$ cat config.mk
export PLATFORM = sky130hd
export DESIGN_NAME = gptb_div_cell
export DESIGN_NICKNAME = d
export VERILOG_FILES = /design/src/hw/rtl/gptb_div_cell.sv
export SDC_FILE = /design/constraint.sdc
export NUM_CORES = 1
export LEC_CHECK = 0
export BUFFER_PORTS_ARGS = -buffer_cell sky130_fd_sc_hd__buf_2
export CAP_MARGIN = 20
export CORE_UTILIZATION = 46
export CTS_CLUSTER_DIAMETER = 80
export DETAILED_ROUTE_END_ITERATION = 10
export PLACE_DENSITY = 0.87
export RECOVER_POWER = 100
export SLEW_MARGIN = 20
export SYNTH_ARGS = -nofsm -noshare
export SYNTH_HDL_FRONTEND = slang
export SYNTH_SLANG_ARGS = --single-unit
$ cat constraint.sdc
create_clock -name clk -period 2.72 [get_ports clk]
set_input_delay 0.408 -clock clk [delete_from_list [all_inputs] [get_ports clk]]
set_output_delay 0.408 -clock clk [all_outputs]
set_load 0.005 [all_outputs]
$ cat src/hw/rtl/gptb_div_cell.sv
`default_nettype none
// One restoring division step against the divisor shifted by SHIFT.
module gptb_div_cell #(
  parameter int RW    = 49,
  parameter int DW    = 31,
  parameter int QW    = 17,
  parameter int SHIFT = 0
) (
  input  wire logic          clk,
  input  wire logic          en,
  input  wire logic [RW-1:0] rem_i,
  input  wire logic [QW-1:0] q_i,
  input  wire logic [DW-1:0] d_i,
  output logic      [RW-1:0] rem_o,
  output logic      [QW-1:0] q_o
);

  logic [RW-1:0] dsh;
  logic          ge;
  logic [RW-1:0] rem_nxt;
  logic [QW-1:0] q_nxt;
  logic [RW-1:0] rem_r;
  logic [QW-1:0] q_r;

  always_comb begin
    dsh     = {{(RW-DW){1'b0}}, d_i} << SHIFT;
    ge      = (rem_i >= dsh);
    rem_nxt = ge ? (rem_i - dsh) : rem_i;
    q_nxt   = q_i | (QW'(ge) << SHIFT);
  end

  always_ff @(posedge clk) begin
    if (en) begin
      rem_r <= rem_nxt;
      q_r   <= q_nxt;
    end
  end

  assign rem_o = rem_r;
  assign q_o   = q_r;

endmodule
`default_nettype wire

==> metrics.md, run 1 <==
| Metric | Value |
|---|---|
| Layout Utilization | `71.2%` |
| Hold_ws | `roughly 0.23 ns` |
| Routed WL | `around 15,000 um` |
| Clk pin slew, worst setup/hold paths | `around 0.070 ns` |
| Worst Setup End Kind | `flip-flop` |
| Fin Setup TNS | `0 ns` |
| Post-Place Setup Slack | `-0.390 ns` |
| Vias | `4,881` |
| Hold Path End | `q_o[5]` |
| WHS Path Cells | `1` |
| Crit Path Max Fanout | `5` |
| Ys async rst share | `0%` |
| Top-count cell post-synth | `edfxtp_1` |
| Hold Startpoint | `q_i[5]` |
| GR Overflow Total | `0` |
| Violated checks | `capacitance limit, slew limit` |
| Die Width | `103 um` |
| Vias per cell | `approximately 5.3` |
| Vias in the first global route | `4,674` |
| Fraction of the cycle the final worst path needs | `99.1%` |
| Commonest cells post-synth | `edfxtp_1, nand2_1, o21ai_0` |
| Top-Level Pins | `165` |
| Power Dens Cells | `~480 nW/um^2` |
| CP Class | `in2reg` |
| DP Area | `approximately 6600 sq um` |
| # placed instances | `884` |
| Worst vdd ir | `0.245 mV` |
| Syn_area_per_cell | `approximately 9.6 sq um` |
| PortBufs | `164` |
| CTS buffer count | `9` |
| Cell Area, Synth | `4660 sq um` |
| # rows | `36` |
| Setup Viol. Count Final | `0` |
| Drt pass-1 iters | `5` |
| Post-route DRC violation count | `0` |
| Final non-filler cell total | `just over 900` |
| First-pass GRT wire length | `21,600 um` |
| Dpl hpwl | `about 11,000 um` |
| Clock Path Buffers | `2` |
| Post-CTS Hold Fix Bufs | `0` |
| Die height | `about 100 um` |
| RSZ-0062 raised after global routing | `true` |
| Starting Density | `between 40% and 50%` |
| Synth top area cells | `edfxtp_1, ha_1, o21ai_0` |
| Mapped Cells | `slightly below 500` |
| N_diodes | `0` |
| Layout cells sized above 1 | `between 30% and 40%` |
| Ys Warns | `0` |
| Critical path arrival | `approximately 2.8 ns` |
| Max Fclk | `~370 MHz` |
| Fin nets | `roughly 910` |
| Max_cap viols | `2` |
| Slew Viols, Final | `just under 70` |
| Worst setup margin | `0.0251 ns` |
| Die area | `around 11,000 sq um` |
| Antenna viol nets, final | `0` |
| Largest net degree at the start of global routing | `38` |
| Post-synth EDFFs | `66` |
| Startpoint Class | `primary input` |
| Overall power | `between 3 and 4 mW` |
| H-tree depth | `3` |
| Synth Flop Type | `edfxtp_1` |
| Starting DRT DRC Count | `249` |
| Clock tree root buffer cell | `clkbuf_8` |
| Sequential share of the synthesized area | `42.5%` |
| Cell accounting for the most synthesized area | `edfxtp_1` |
| Yosys reg bits | `between 60 and 70` |
| Hold/Removal Path Class | `in2reg` |
| GP Congestion | `0.886` |
| Measured slew at the worst slew-check pin | `1.99 ns` |
| Core footprint | `about 9800 sq um` |
| P_leak | `between 2 and 3 nW` |
| Final hold violation count | `0` |
| Outcome | `finished with violations` |
| CTS tree | `built` |
| Syn-to-layout area delta | `49.9%` |
| Filler cells | `between 700 and 800` |
| Gr usage total | `26.5%` |
| Initial antenna violation count | `0` |
| Clock sink count | `between 60 and 70` |
| Distinct cells, synth | `55` |
| Top-area cell type share of the netlist area | `between 40 and 50%` |
| Max-slew headroom | `-32.7%` |
| Data required, critical path | `roughly 2.8 ns` |
| Final Cell Area | `6990 sq um` |
| Syn_nets | `~620` |
| Final min period | `2.69 ns` |
| WL/cell | `between 15 and 20 um` |
-- where the power goes --
group	switching (mW)	internal (mW)	total, mW	leakage (nW)
sequential	0.0326	1.28	1.31	0.646
combinational	0.555	0.523	1.08	2.24
clock	0.434	0.524	0.958	0.114
-- how the worst max path moves through the flow --
stage	cells after the start	slack [ns]	end	start
after floorplan	8	-0.05	rem_o[1]	rem_i[45]
after global placement	12	-0.37	rem_o[48]	d_i[27]
after detailed placement	14	-0.39	rem_o[46]	rem_i[0]
after CTS	11	0.009	rem_o[46]	d_i[2]
after global routing	12	-0.07	rem_o[48]	d_i[2]
final	11	0.03	rem_o[46]	d_i[2]
-- cells by family after synthesis --
kind of cell / synth area share [%]
adder cells (fa/ha/maj): 8.74
AO/OA/AOI/OAI: 17.2
multiplexers: 0.697
AND/OR/NAND/NOR: 17.3
XOR/XNOR: 8.45
flip-flops: 42.5
buffers and inverters: 5.10
-- metal layers --
layer	global-route usage (%)	share of wire [%]	vias up
met1	33.1	43	2284
met5	0	0	-
met3	4.27	5.1	24
li1	-	-	2363
met2	46.3	50	210
met4	9.12	1.7	0
-- layout by cell type, fill, tap and decap left out, types with 4 or more instances in the layout --
master	Yosys	final
a21o_1	9	9
a21oi_1	33	33
buf_2	7	112
buf_4	0	130
clkbuf_1	11	52
clkbuf_8	0	9
edfxtp_1	66	66
ha_1	31	27
ha_4	0	4
inv_1	37	35
nand2_1	57	57
nand2b_1	6	6
nand3_1	9	8
nand4_1	12	12
nor2_1	25	25
nor3_1	9	8
nor4_2	1	4
o211ai_1	5	5
o21ai_0	49	47
o21bai_1	6	4
o31ai_1	5	4
xnor2_1	24	24
xor2_1	21	21
-- sequential cells by signal, indices dropped and copies added (netlist names) --
name and count:
rem_o 49, q_o 17
-- area by class of cell --
class	count	area, sq um	share of cell area [%]
clock buffer	9	124	1.77
tap	133	166	2.38
timing repair buffer	299	1790	25.6
clock inverter	7	100	1.43
multi-input combinational	365	2690	38.4
sequential	66	1980	28.3
inverter	37	144	2.06
-- worst max-delay path, cell delays in order --
cell       delay (ns)
buf_2            0.07
inv_1            0.06
ha_4             0.32
nand3_2          0.08
o21bai_4         0.20
a2111oi_4        0.36
nand4bb_4        0.23
a31oi_4          0.10
or4_4            0.52
a311oi_2         0.33
xor2_1           0.11
-- what timing repair did --
item / 4_1_cts / 5_1_grt
cloned: 0 / 0
setup endpoints to repair: 2 / 15
pin swaps: 1 / 20
resized for setup: 1 / 22
setup buffers: 0 / 16
No activity file was read; power rests on OpenSTA's default activity.
==> run 2, diff against run 1 <==
--- a/config.mk
+++ b/config.mk
@@ -7,6 +7,7 @@
 export LEC_CHECK = 0
 export BUFFER_PORTS_ARGS = -buffer_cell sky130_fd_sc_hd__buf_2
 export CAP_MARGIN = 20
+export CORE_MARGIN = 1.5
 export CORE_UTILIZATION = 46
 export CTS_CLUSTER_DIAMETER = 80
 export DETAILED_ROUTE_END_ITERATION = 10
==> metrics.md, run 2 (synthesis results as in run 1) <==
| Metric | Value |
|---|---|
| Outcome | `finished, final reports clean` |
| Max Fclk | `368 MHz (-0.71%)` |
| Critical path arrival | `2.81 ns (about the same)` |
| Clk pin slew, worst setup/hold paths | `0.08 ns (about the same)` |
| Largest net degree at the start of global routing | `26 (-32%)` |
| WL/cell | `16.1 um (-0.53%)` |
| Starting Density | `47.5% (unchanged)` |
| Buf/Inv on CP | `4 (+2)` |
| Slew Viols, Final | `0 (-100%)` |
| Antenna viol nets, final | `0 (unchanged)` |
| Layout Utilization | `70.6% (-0.66 points)` |
| Filler cells | `770 (+2.9%)` |
| Data required, critical path | `2.82 ns (about the same)` |
| Gr usage total | `26.0% (-0.42 points)` |
| Power Dens Cells | `468 nW/um^2 (-2.2%)` |
| Fraction of the cycle the final worst path needs | `99.8% (+0.71 points)` |
| Max_cap viols | `0 (-2)` |
| Hold Path End | `q_o[3]` |
| Most common cell after layout, fill and taps aside | `buf_2` |
| # placed instances | `878 (-0.68%)` |
| Most frequent cells in the layout | `buf_2, buf_4, edfxtp_1, nand2_1, o21ai_0` |
| Setup Viol. Count Final | `0 (unchanged)` |
| Starting DRT DRC Count | `290 (+16%)` |
| GP Congestion | `0.894 (+0.94%)` |
| Largest delay share family, worst path | `compound AO/OA/AOI/OAI gates` |
| CP cell instances | `buf_2 > inv_2 > ha_4 > inv_1 > fa_2 > a211oi_2 > o21ai_2 > o2111ai_2 > o21ai_4 > a31oi_4 > buf_6 > o21bai_1 > xnor2_1 > o21ai_1` |
| Startpoint Class | `primary input` |
| N_diodes | `0 (unchanged)` |
| Crit Path Max Fanout | `4 (-1)` |
| Fin nets | `896 (-1.4%)` |
| Final non-filler cell total | `903 (-1.4%)` |
| Measured slew at the worst slew-check pin | `1.18 ns (-0.807 ns)` |
| Final min period | `2.71 ns (+0.0192 ns)` |
| Clock tree root buffer cell | `clkbuf_8` |
| Fin Setup TNS | `0 ns (unchanged)` |
| Max FFs per register | `49 (unchanged)` |
| Slowest cell on crit path | `fa_2` |
| PortBufs | `164 (unchanged)` |
| Overall power | `3.24 mW (-3.2%)` |
| Vias per cell | `5.40 (+1.4%)` |
| Die Width | `104 um (+0.97%)` |
| Dpl hpwl | `11,300 um (+0.42%)` |
| Layout cells sized above 1 | `41.3% (+2.5 points)` |
| Worst Setup End Kind | `flip-flop` |
| # rows | `36 (unchanged)` |
| RSZ-0062 raised after global routing | `true` |
| Routed WL | `14,600 um (-1.9%)` |
| GR Overflow Total | `0 (unchanged)` |
| Max-slew headroom | `21.1% (+54 points)` |
| Clock Path Buffers | `2 (unchanged)` |
| P_leak | `2.99 nW (-0.24%)` |
| Critical Path Max Stage Delay | `0.39 ns (-0.13 ns)` |
| CTS tree | `built` |
| Vias | `4,880 (-0.020%)` |
| Syn-to-layout area delta | `48.5%` |
| Drt pass-1 iters | `5 (unchanged)` |
| H-tree depth | `3 (unchanged)` |
| WHS Path Cells | `1 (unchanged)` |
| Clock sink count | `66 (unchanged)` |
| Die area | `10,800 sq um (+2.0%)` |
| Hold/Removal Path Class | `in2reg` |
| Top-Level Pins | `165 (unchanged)` |
| Post-route DRC violation count | `0 (unchanged)` |
| Final hold violation count | `0 (unchanged)` |
| Core footprint | `9820 sq um (unchanged)` |
| CP Class | `in2reg` |
| DP Area | `6540 sq um (-0.68%)` |
| Final Cell Area | `6930 sq um (-0.93%)` |
| Worst vdd ir | `0.234 mV (-4.2%)` |
| Die height | `104 um (+0.97%)` |
| First-pass GRT wire length | `22,600 um (+4.9%)` |
| Hold Startpoint | `q_i[3]` |
| Initial antenna violation count | `0 (unchanged)` |
| Vias in the first global route | `4,902 (+4.9%)` |
| CTS buffer count | `9 (unchanged)` |
-- run 2: worst max path at each step --
stage,endpoint,start,slack [ns],cells past startpoint
6_report,rem_o[28],rem_i[0],0.006,14
5_1_grt,rem_o[28],rem_i[0],-0.06,14
4_1_cts,rem_o[34],rem_i[1],0.01,11
3_5_place_dp,rem_o[48],d_i[27],-0.45,13
3_3_place_gp,rem_o[48],rem_i[28],-0.38,12
2_1_floorplan,rem_o[1],rem_i[45],-0.05,8
-- run 2: final cells by class --
type	instances	area (sq um)	area share [%]
inverters	37	139	2.00
repair buffers	286	1700	24.5
clock inverters	7	75.1	1.08
clock buffers	9	124	1.79
flip-flops and latches	66	1980	28.6
well taps	133	166	2.40
multi-input cells	365	2740	39.6
-- run 2: per-stage QoR --
stage / setup WS, ns / hold slack [ns]
2_1_floorplan: -0.0509 / 0.507
3_3_place_gp: -0.378 / 0.585
3_5_place_dp: -0.445 / 0.586
4_1_cts: 0.0105 / 0.213
5_1_grt: -0.0593 / 0.210
6_report: 0.00586 / 0.222
-- run 2: power breakdown --
part | leakage (nW) | internal, mW | total, mW | switching [mW]
clock network | 0.104 | 0.429 | 0.866 | 0.436
logic | 2.24 | 0.519 | 1.07 | 0.548
registers | 0.646 | 1.28 | 1.31 | 0.0315
total | 2.99 | 2.23 | 3.24 | 1.02
-- run 2: per-layer routing --
layer | global-route usage [%] | wire length [um]
met3 | 3.84 | 830
met5 | 0 | 0
met4 | 9.82 | 310
met1 | 32.3 | 6010
met2 | 45.9 | 7410
-- run 2: what timing repair did --
action | in CTS | in global routing
setup buffers | 1 | 8
gates resized for setup | 2 | 24
endpoints found under the setup margin | 5 | 35
pin swaps | 1 | 10
hold buffers | 0 | 0
==> run 3, diff against run 2 <==
--- a/config.mk
+++ b/config.mk
@@ -8,10 +8,11 @@
 export BUFFER_PORTS_ARGS = -buffer_cell sky130_fd_sc_hd__buf_2
 export CAP_MARGIN = 20
 export CORE_MARGIN = 1.5
-export CORE_UTILIZATION = 46
+export CORE_UTILIZATION = 47
+export CTS_BUF_LIST = sky130_fd_sc_hd__clkbuf_4
 export CTS_CLUSTER_DIAMETER = 80
 export DETAILED_ROUTE_END_ITERATION = 10
-export PLACE_DENSITY = 0.87
+export PLACE_DENSITY = 0.88
 export RECOVER_POWER = 100
 export SLEW_MARGIN = 20
 export SYNTH_ARGS = -nofsm -noshare
==> metrics.md, run 3 (synthesis results as in run 1) <==
| Metric | Value |
|---|---|
| Outcome | `finished, final reports clean` |
| Slew Viols, Final | `0 (unchanged)` |
| Initial antenna violation count | `0 (unchanged)` |
| Max_cap viols | `0 (unchanged)` |
| CTS tree | `built` |
| Filler cells | `769 (-0.13%)` |
| Routed WL | `14,600 um (+0.47%)` |
| Drt pass-1 iters | `5 (unchanged)` |
| Max FFs per register | `49 (unchanged)` |
| Die area | `10,500 sq um (-2.1%)` |
| Crit path from | `rem_i[0]` |
| Setup Viol. Count Final | `0 (unchanged)` |
| Layout cells sized above 1 | `36.8% (-4.5 points)` |
| Critical path arrival | `2.90 ns (+0.09 ns)` |
| Clock Path Buffers | `2 (unchanged)` |
| RSZ-0062 raised after global routing | `true` |
| Clock tree root buffer cell | `clkbuf_4` |
| Die height | `103 um (-1.0%)` |
| Critical Path Max Stage Delay | `0.36 ns (-0.03 ns)` |
| Gr usage total | `27.3% (+1.3 points)` |
| # rows | `36 (unchanged)` |
| CP Class | `in2reg` |
| Layout Utilization | `69.7% (-0.89 points)` |
| GP Congestion | `0.958 (+7.1%)` |
| Clk pin slew, worst setup/hold paths | `0.12 ns (+0.04 ns)` |
| Die Width | `103 um (-1.0%)` |
| First-pass GRT wire length | `22,300 um (-1.6%)` |
| CTS buffer count | `9 (unchanged)` |
| Post-CTS Hold Fix Bufs | `0 (unchanged)` |
| Clock sink count | `66 (unchanged)` |
| Antenna viol nets, final | `0 (unchanged)` |
| Max-slew headroom | `17.5% (-3.5 points)` |
| Startpoint Class | `primary input` |
| Vias per cell | `5.45 (+0.84%)` |
| Final hold violation count | `0 (unchanged)` |
| Data required, critical path | `2.91 ns (+0.09 ns)` |
| H-tree depth | `3 (unchanged)` |
| Measured slew at the worst slew-check pin | `1.24 ns (+0.0532 ns)` |
| Most common cell after layout, fill and taps aside | `buf_4` |
| Max Fclk | `369 MHz (+0.23%)` |
| P_leak | `2.87 nW (-3.9%)` |
| CP cell instances | `buf_2 > inv_1 > ha_2 > inv_1 > fa_2 > a211oi_2 > o21ai_2 > o2111ai_2 > o21ai_4 > a211oi_2 > buf_4 > o21ai_2 > a311oi_2 > xor2_1` |
| Fin Setup TNS | `0 ns (unchanged)` |
| Worst Setup End Kind | `flip-flop` |
| Final min period | `2.71 ns (-0.00632 ns)` |
| WL/cell | `16.2 um (+0.25%)` |
| Worst vdd ir | `0.264 mV (+13%)` |
| Hold_ws | `0.139 ns (-0.0831 ns)` |
| Setup crit end | `rem_o[46]` |
| Hold/Removal Path Class | `in2reg` |
| Largest net degree at the start of global routing | `26 (unchanged)` |
| Fin nets | `897 (+0.11%)` |
| Crit Path Max Fanout | `5 (+1)` |
| Syn-to-layout area delta | `44.6%` |
| Post-route DRC violation count | `0 (unchanged)` |
| Vias in the first global route | `4,844 (-1.2%)` |
| Dpl hpwl | `11,700 um (+3.3%)` |
| PortBufs | `164 (unchanged)` |
| Slowest cell on crit path | `fa_2` |
| Top-Level Pins | `165 (unchanged)` |
| Power Dens Cells | `452 nW/um^2 (-3.4%)` |
| Vias | `4,932 (+1.1%)` |
| Starting Density | `48.2% (+0.66 points)` |
| Overall power | `3.05 mW (-5.9%)` |
| Most frequent cells in the layout | `buf_4, buf_2, edfxtp_1, nand2_1, clkbuf_1` |
| GR Overflow Total | `0 (unchanged)` |
| Core footprint | `9680 sq um (-1.4%)` |
| Starting DRT DRC Count | `212 (-27%)` |
| Fraction of the cycle the final worst path needs | `99.6% (-0.23 points)` |
==> run 3: cell count changes in the layout (fill, tap and decap cells not counted), moves of 9 or more <==
cell      before  now
clkbuf_4       0    9
clkbuf_8       9    0
buf_2        135  109
clkbuf_1      30   56
==> run 3: cell type report <==
type                       count  area (sq um)  share of cell area [%]
multi-input combinational    365          2640                    39.2
inverter                      37           139                    2.06
antenna                        1          2.50                  0.0371
clock inverter                 7          76.3                    1.13
tap                          133           166                    2.47
timing repair buffer         287          1670                    24.7
clock buffer                   9          67.6                    1.00
sequential                    66          1980                    29.4
==> run 3: power breakdown <==
part | internal (mW) | switching (mW)
Sequential | 1.28 | 0.0344
Combinational | 0.502 | 0.537
Clock | 0.286 | 0.414
Total | 2.07 | 0.986
==> run 3: worst min path at each step <==
stage	startpoint	slack (ns)	endpoint	depth (start not counted)
floorplan	q_i[10]	0.51	q_o[10]	0
finish	q_i[15]	0.14	q_o[15]	1
global route	q_i[15]	0.13	q_o[15]	1
CTS	q_i[15]	0.12	q_o[15]	1
detailed placement	q_i[15]	0.59	q_o[15]	1
global placement	q_i[15]	0.58	q_o[15]	1
==> run 3: critical path, delay by kind of cell <==
kind	cells	cell delay, ns
XOR/XNOR	1	0.11
AO/OA/AOI/OAI	7	1.41
buffers and inverters	4	0.41
adder cells (fa/ha/maj)	2	0.55
==> run 3: metrics by stage <==
step,setup WS (ns),area (sq um),cells
after floorplan,-0.0509,4820,488
after global placement,-0.336,6570,882
after detailed placement,-0.381,6570,882
after CTS,0.0967,6720,898
after global routing,-0.0866,6740,904
final,0.0122,6750,905
==> run 3: per-layer routing <==
| layer | vias to the layer above | share of wire, % | track usage (%) |
|---|---|---|---|
| met1 | 2340 | 42 | 32.4 |
| met4 | 0 | 2.8 | 12.5 |
| met5 | - | 0 | 0 |
| li1 | 2342 | - | - |
| met3 | 38 | 5.6 | 5.15 |
| met2 | 212 | 50 | 48.0 |
==> run 3: timing repair <==
item / CTS / global route
buffers inserted: 0 / 6
gates resized for setup: 0 / 8
endpoints found under the setup margin: 0 / 12
